--- config.mk ---
export PLATFORM = sky130hd
export DESIGN_NAME = stsum_ctrl
export DESIGN_NICKNAME = d
export VERILOG_FILES = /design/src/hdl/stsum_pkg.sv /design/src/hdl/stsum_ctrl.sv
export SDC_FILE = /design/constraint.sdc
export NUM_CORES = 1
export LEC_CHECK = 0
export ABC_AREA = 1
export BUFFER_PORTS_ARGS = -buffer_cell sky130_fd_sc_hd__buf_2
export CAP_MARGIN = 25
export CORE_AREA = 4 4 41 43
export CTS_CLUSTER_SIZE = 30
export DETAILED_ROUTE_END_ITERATION = 6
export DIE_AREA = 0 0 45 47
export PLACE_DENSITY = 0.69
export SKIP_LAST_GASP = 1
export SYNTH_ARGS = -nofsm -noshare
export SYNTH_HDL_FRONTEND = slang
export SYNTH_SLANG_ARGS = --single-unit
--- constraint.sdc ---
create_clock -name clock -period 1.4 [get_ports clock]
set_input_delay 0.28 -clock clock [delete_from_list [all_inputs] [get_ports clock]]
set_output_delay 0.28 -clock clock [all_outputs]
set_load 0.01 [all_outputs]
--- src/hdl/stsum_pkg.sv ---
package stsum_pkg;

   localparam int MAX_ELEMENTS_DEF = 1024;

   localparam int INDEX_W = 10;
   localparam int VALUE_W = 32;
   localparam int SIZE_W  = 11;

   typedef enum logic {
      OP_UPDATE = 1'b0,
      OP_QUERY  = 1'b1
   } op_type;

   typedef enum logic {
      STATUS_DONE   = 1'b0,
      STATUS_IGNORE = 1'b1
   } status_code_type;

   typedef struct packed {
      logic                       op;
      logic [INDEX_W-1:0]         index;
      logic signed [VALUE_W-1:0]  value;
      logic [INDEX_W-1:0]         range_low;
      logic [INDEX_W-1:0]         range_high;
   } req_payload_type;

   typedef struct packed {
      logic signed [VALUE_W-1:0]  sum;
      logic                       status;
   } rsp_payload_type;

   typedef logic [SIZE_W-1:0] csr_payload_type;

   // controller -> datapath
   typedef struct packed {
      logic clr_start;
      logic clr_step;
      logic load;
      logic desc_step;
      logic leaf_write;
      logic sib_read;
      logic up_write;
      logic pop;
      logic node_read;
      logic acc_add;
      logic split;
      logic rsp_load;
   } stsum_cmd_type;

   // datapath -> controller
   typedef struct packed {
      logic clr_done;
      logic is_query;
      logic oob;
      logic at_leaf;
      logic at_root;
      logic up_last;
      logic stack_empty;
      logic disjoint;
      logic covered;
      logic rsp_free;
   } stsum_status_type;

endpackage

--- src/hdl/stsum_ctrl.sv ---
module stsum_ctrl
   import stsum_pkg::*;
(
   input  logic             clock,
   input  logic             reset,
   input  logic             req_fire,
   input  logic             csr_fire,
   input  stsum_status_type status,
   output logic             req_ready,
   output stsum_cmd_type    cmd
);

   typedef enum logic [3:0] {
      S_CLEAR,
      S_IDLE,
      S_DISPATCH,
      S_DESCEND,
      S_SIB_RD,
      S_UP_WR,
      S_Q_POP,
      S_Q_EVAL,
      S_Q_ACC,
      S_DONE
   } state_type;

   state_type state_ff, state_in;

   always_comb begin
      cmd       = '0;
      state_in  = state_ff;
      req_ready = 1'b0;
      unique case (state_ff)
         S_CLEAR: begin
            cmd.clr_step = 1'b1;
            if (status.clr_done) state_in = S_IDLE;
         end
         S_IDLE: begin
            req_ready = 1'b1;
            if (req_fire) begin
               cmd.load = 1'b1;
               state_in = S_DISPATCH;
            end
         end
         S_DISPATCH: begin
            priority if (status.is_query) state_in = S_Q_POP;
            else if (status.oob) state_in = S_DONE;
            else state_in = S_DESCEND;
         end
         S_DESCEND: begin
            if (status.at_leaf) begin
               cmd.leaf_write = 1'b1;
               state_in = status.at_root ? S_DONE : S_SIB_RD;
            end else begin
               cmd.desc_step = 1'b1;
            end
         end
         S_SIB_RD: begin
            cmd.sib_read = 1'b1;
            state_in = S_UP_WR;
         end
         S_UP_WR: begin
            cmd.up_write = 1'b1;
            state_in = status.up_last ? S_DONE : S_SIB_RD;
         end
         S_Q_POP: begin
            if (status.stack_empty) begin
               state_in = S_DONE;
            end else begin
               cmd.pop = 1'b1;
               state_in = S_Q_EVAL;
            end
         end
         S_Q_EVAL: begin
            priority if (status.disjoint) begin
               state_in = S_Q_POP;
            end else if (status.covered) begin
               cmd.node_read = 1'b1;
               state_in = S_Q_ACC;
            end else begin
               cmd.split = 1'b1;
               state_in = S_Q_POP;
            end
         end
         S_Q_ACC: begin
            cmd.acc_add = 1'b1;
            state_in = S_Q_POP;
         end
         S_DONE: begin
            if (status.rsp_free) begin
               cmd.rsp_load = 1'b1;
               state_in = S_IDLE;
            end
         end
         default: state_in = S_CLEAR;
      endcase
      // a size write restarts the clearing pass and holds off requests
      if (csr_fire) begin
         cmd           = '0;
         cmd.clr_start = 1'b1;
         req_ready     = 1'b0;
         state_in      = S_CLEAR;
      end
   end

   always_ff @(posedge clock) begin
      if (reset) begin
         state_ff <= S_CLEAR;
      end else begin
         state_ff <= state_in;
      end
   end

endmodule

==> metrics.md, run 1 <==
| Metric | Value |
|---|---|
| Status | `finished, violations left` |
| Failing checks | `negative setup slack` |
| WL per Instance | `about 13 um` |
| N_diodes | `0` |
| Initial Util | `38.5%` |
| PortBufs | `26` |
| RSZ-0062 raised after global routing | `yes` |
| Area delta synth->final | `62.7%` |
| Fin. max-slew vios | `0` |
| Final Skew | `between 0.6 and 0.7 ps` |
| Vias in the first global route | `713` |
| Post-synthesis sequential area ratio | `16.0%` |
| Final Worst Setup Slack | `-106 ps` |
| Final nets | `150` |
| Max FFs per register | `4` |
| Most common cell after layout, fill and taps aside | `buf_2` |
| Power Dens Cells | `458 nW/um^2` |
| Clk Latency, worst-skew pair | `240 ps` |
| Slew @ Worst Pin | `283 ps` |
| Setup crit end kind | `primary output` |
| Reg2Reg Depth | `9` |
| YS warnings | `0` |
| Static Leak | `around 0.47 nW` |
| Syn_nets | `110` |
| Critical path launch point | `state_ff[2]` |
| Routed Antenna Nets | `0` |
| Final Cell Area | `815 um^2` |
| Max-slew headroom | `between 80% and 90%` |
| DR vias | `760` |
| Critical Path Start Type | `flop` |
| Unique masters post-synth | `18` |
| Via density | `slightly above 5` |
| Die height | `47 um` |
| HP Start | `reset` |
| Total grt overflow | `0` |
| Register area | `92.6 um^2` |
| Clk pin slew, worst setup/hold paths | `40 ps` |
| Worst R2R Start | `state_ff[0]` |
| Final setup fails | `12` |
| Max VDD drop | `roughly 0.0004 V` |
| Clock sink count | `4` |
| CTS root buf | `clkbuf_4` |
| CP Max Fanout | `4` |
| Final HPWL DP | `1300 um` |
| Clock period minus worst slack | `1510 ps` |
| Syn Area/Cell | `5.21 um^2` |
| Final core utilization | `a little over three fifths` |
| Pin count of the biggest net entering global routing | `15` |
| Final GP Congestion | `0.908` |
| Die X-Extent | `45 um` |
| Final hold violations | `0` |
| DRT iter0 DRCs | `34` |
| CTS tree | `built` |
| Max_cap viols | `0` |
| Die area | `2120 um^2` |
| Htree depth | `1` |
| Max Root-Sink Buffers | `2` |
| Area after DPL | `646 um^2` |
| Core Area | `1300 um^2` |
| Worst EP arrival | `approximately 1200 ps` |
| Worst endpoint required time | `1120 ps` |
| Maximum clock rate | `0.664 GHz` |
| TritonCTS buffer count | `3` |
| Area of the multi-input gates | `about 400 um^2` |
| Most flops, register | `state_ff` |
| First-pass GRT wire length | `2950 um` |
| Fraction of layout cells with a size suffix above 1 | `51.5%` |
| Drt first pass iters | `4` |
| DRC | `0` |
| Biggest regs | `state_ff (4)` |
| Filler cell count | `122` |
| Cells after Synth | `96` |
| Initial antenna violation count | `0` |
| CTS Hold Buffers Added | `0` |
| Critical path class | `reg2out` |
| Synthesis-stage register bit count | `4` |
| Rows | `13` |
| Most frequent cells in the layout | `buf_2 (26), nand2_1 (21), nor2_1 (12)` |
| WHS Path Cells | `3` |
| Period Utilization, post-route | `108%` |
| Top-Level Pins | `27` |
| GRT Overall Usage | `19.0%` |
| Mapped cell area | `500 um^2` |
| Post-Route WL | `about 1900 um` |
| Worst hold path class | `in2reg` |
-- synthesized netlist by cell type, drive strengths merged --
| master | instances | area (um^2) |
|---|---|---|
| buf | 2 | 11.3 |
| dfxtp | 4 | 80.1 |
| o21ai | 5 | 25.0 |
| or2 | 1 | 6.26 |
| nand2 | 27 | 106 |
| a21oi | 3 | 15.0 |
| nor3 | 3 | 15.0 |
| nor4 | 2 | 12.5 |
| inv | 15 | 56.3 |
| nand3 | 9 | 45.0 |
| nor2 | 22 | 105 |
| nand3b | 3 | 22.5 |
-- worst max-delay path, cell delays in order (launching register included) --
cell and delay [ps]:
dfxtp_4 370, inv_4 50, nor2_4 110, buf_6 110, nand3b_1 90, nor2_1 110
buf_2 140
-- worst paths after layout --
| check | to | slack [ps] |
|---|---|---|
| worst max-delay path | cmd[4] | -110 |
| worst min-delay path | state_ff[2] | 340 |
| worst max register to register | state_ff[1] | -30 |
| worst min register to register | state_ff[3] | 660 |
-- power breakdown --
group	total [mW]	internal, mW	switching, mW
sequential	0.120	0.113	0.00649
clock	0.151	0.0964	0.0547
combinational	0.102	0.0429	0.0594
-- timing repair --
action                                  4_1_cts  5_1_grt
endpoints found under the setup margin       12       13
pin swaps                                     3       11
hold endpoints to repair                      0        0
setup buffers                                 6        4
gates resized for setup                      15       12
-- area by class of cell --
class | count | area share, %
clock buffer | 3 | 2.76
inverter | 15 | 7.22
multi-input combinational | 75 | 49.3
sequential | 4 | 11.4
tap | 15 | 2.30
timing repair buffer | 37 | 27.0
-- cells by family after synthesis --
kind of cell,after synthesis,share of synthesized area (%)
buffers and inverters,17,13.5
AO/OA/AOI/OAI,8,8.00
flip-flops,4,16.0
AND/OR/NAND/NOR,67,62.5
-- through the flow --
step	setup WS [ps]	power (mW)	setup TNS [ps]	hold WS, ps	cells
floorplan	110	0.173	0	476	96
global placement	67.2	0.207	0	554	136
detailed placement	36.4	0.207	0	551	136
CTS	-115	0.366	-720	343	145
global route	-181	0.398	-1940	366	149
finish	-106	0.373	-737	340	149
-- routing by layer --
metal | up-vias | track usage (%) | share of wire, %
met5 | - | 0 | 0
met2 | 35 | 32.2 | 51
met1 | 342 | 22.5 | 39
met4 | 0 | 7.60 | 3.0
li1 | 375 | - | -
met3 | 8 | 5.36 | 6.3
Power figures use the tool's default switching activity.
==> inputs of run 2 (changes only) <==
--- a/config.mk
+++ b/config.mk
@@ -13,6 +13,7 @@
 export DETAILED_ROUTE_END_ITERATION = 6
 export DIE_AREA = 0 0 45 47
 export PLACE_DENSITY = 0.69
+export SETUP_SLACK_MARGIN = 0.5
 export SKIP_LAST_GASP = 1
 export SYNTH_ARGS = -nofsm -noshare
 export SYNTH_HDL_FRONTEND = slang
==> constraint.sdc (replaced) <==
create_clock -name clock -period 1.77 [get_ports clock]
set_input_delay 0.354 -clock clock [delete_from_list [all_inputs] [get_ports clock]]
set_output_delay 0.354 -clock clock [all_outputs]
set_load 0.01 [all_outputs]
==> metrics.md, run 2 (synthesis gave the netlist of run 1 again) <==
| Metric | Value |
|---|---|
| Clock sink count | `4 (unchanged)` |
| Die height | `47 um (unchanged)` |
| CP Max Fanout | `5 (+1)` |
| CTS tree | `built` |
| Clock period minus worst slack | `1530 ps` |
| Die area | `2120 um^2 (unchanged)` |
| Top-Level Pins | `27 (unchanged)` |
| Via density | `4.70 (-7.8%)` |
| N_diodes | `0 (unchanged)` |
| Maximum clock rate | `0.652 GHz` |
| Setup crit end kind | `primary output` |
| TritonCTS buffer count | `3 (unchanged)` |
| Area after DPL | `662 um^2 (+2.5%)` |
| CTS root buf | `clkbuf_4` |
| Final nets | `146 (-2.7%)` |
| Final Skew | `3.82 ps (+3.22 ps)` |
| DR vias | `682 (-10%)` |
| Max VDD drop | `0.000269 V (-33%)` |
| RSZ-0062 raised after global routing | `yes` |
| Final Cell Area | `772 um^2 (-5.2%)` |
| Max Root-Sink Buffers | `2 (unchanged)` |
| PortBufs | `26 (unchanged)` |
| Worst hold path class | `in2reg` |
| Critical Path Start Type | `flop` |
| Max_cap viols | `0 (unchanged)` |
| First-pass GRT wire length | `2380 um (-19%)` |
| DRT iter0 DRCs | `7 (-79%)` |
| Period Utilization, post-route | `~87%` |
| Biggest regs | `state_ff (4)` |
| Final GP Congestion | `0.843 (-7.2%)` |
| Status | `finished clean` |
| Filler cell count | `140 (+15%)` |
| Worst EP arrival | `1180 ps (-50 ps)` |
| Post-Route WL | `1430 um (-24%)` |
| Max FFs per register | `4 (unchanged)` |
| Fraction of layout cells with a size suffix above 1 | `48.5% (-3.0 points)` |
| Total grt overflow | `0 (unchanged)` |
| Final hold violations | `0 (unchanged)` |
| Final setup fails | `0 (-12)` |
| Most frequent cells in the layout | `buf_2 (26), nand2_1 (20), nor2_1 (14)` |
| Area of the multi-input gates | `394 um^2 (-1.9%)` |
| Core Area | `1300 um^2 (unchanged)` |
| Rows | `13 (unchanged)` |
| Power Dens Cells | `360 nW/um^2 (-21%)` |
| Initial Util | `38.5% (unchanged)` |
| Fin. max-slew vios | `0 (unchanged)` |
| Slew @ Worst Pin | `254 ps (-28.5 ps)` |
| DRC | `0 (unchanged)` |
| Pin count of the biggest net entering global routing | `15 (unchanged)` |
| Htree depth | `1 (unchanged)` |
| Post-Place Worst Slack | `331 ps (+295 ps)` |
| WL per Instance | `9.86 um (-22%)` |
| Worst endpoint required time | `1420 ps (+300 ps)` |
| Most common cell after layout, fill and taps aside | `buf_2` |
| Vias in the first global route | `605 (-15%)` |
| Static Leak | `0.436 nW (-6.7%)` |
| Setup TNS | `0 ps (+737 ps)` |
| Clk pin slew, worst setup/hold paths | `40 ps (about the same)` |
| Area delta synth->final | `54.2%` |
| Critical path class | `reg2out` |
| Most flops, register | `state_ff` |
| Final HPWL DP | `1160 um (-11%)` |
| Max-slew headroom | `83.0% (+2.0 points)` |
| Clk Latency, worst-skew pair | `230 ps (about the same)` |
| Die X-Extent | `45 um (unchanged)` |
| GRT Overall Usage | `14.5% (-4.4 points)` |
| Drt first pass iters | `4 (unchanged)` |
| Register area | `92.6 um^2 (unchanged)` |
| Routed Antenna Nets | `0 (unchanged)` |
| Initial antenna violation count | `0 (unchanged)` |
| Final Worst Setup Slack | `237 ps (+342 ps)` |
run 2: worst max-delay path: stages (launching register included):
cell and delay [ps]:
dfxtp_4 360, nor2_2 240, nand2_2 110, nor3_2 100
buf_2 140
run 2: path summary, 6_finish.rpt:
| check | start | end | slack (ps) | cells after the start |
|---|---|---|---|---|
| max reg2reg | state_ff[2] | state_ff[1] | 480 | 7 |
| max | state_ff[2] | cmd[9] | 240 | 4 |
| min | reset | state_ff[3] | 410 | 3 |
| min reg2reg | state_ff[0] | state_ff[0] | 550 | 2 |
run 2: where the power goes:
group / total (mW) / leakage [nW] / switching (mW) / internal [mW]
logic: 0.0729 / 0.387 / 0.0404 / 0.0325
registers: 0.0947 / 0.0352 / 0.00514 / 0.0896
clock network: 0.111 / 0.0138 / 0.0349 / 0.0757
run 2: stage by stage:
| step | total power, mW | hold WS, ps | util, % | cells |
|---|---|---|---|---|
| global route | 0.296 | 424 | 59.3 | 145 |
| floorplan | 0.138 | 514 | - | 96 |
| global placement | 0.163 | 534 | 50.9 | 136 |
| detailed placement | 0.164 | 550 | 50.9 | 136 |
| CTS | 0.278 | 407 | 54.7 | 140 |
| finish | 0.278 | 411 | 59.3 | 145 |
run 2: layout make-up:
cell class	instances	share of cell area (%)
flip-flops and latches	4	12.0
clock buffers	3	2.92
well taps	15	2.43
multi-input cells	75	51.1
repair buffers	33	23.7
inverters	15	7.94
run 2: what timing repair did:
item                                    4_1_cts  5_1_grt
endpoints found under the setup margin       15       16
pin swaps                                     3        7
resized for setup                            11        9
setup buffers                                 1        5
hold buffers                                  0        0
run 2: layer usage:
metal | global-route usage [%] | wire length [um] | vias to the layer above
met5 | 0 | 0 | -
li1 | - | - | 370
met3 | 2.68 | 95 | 0
met1 | 19.7 | 691 | 291
met4 | 1.75 | 0 | 0
met2 | 24.6 | 644 | 21
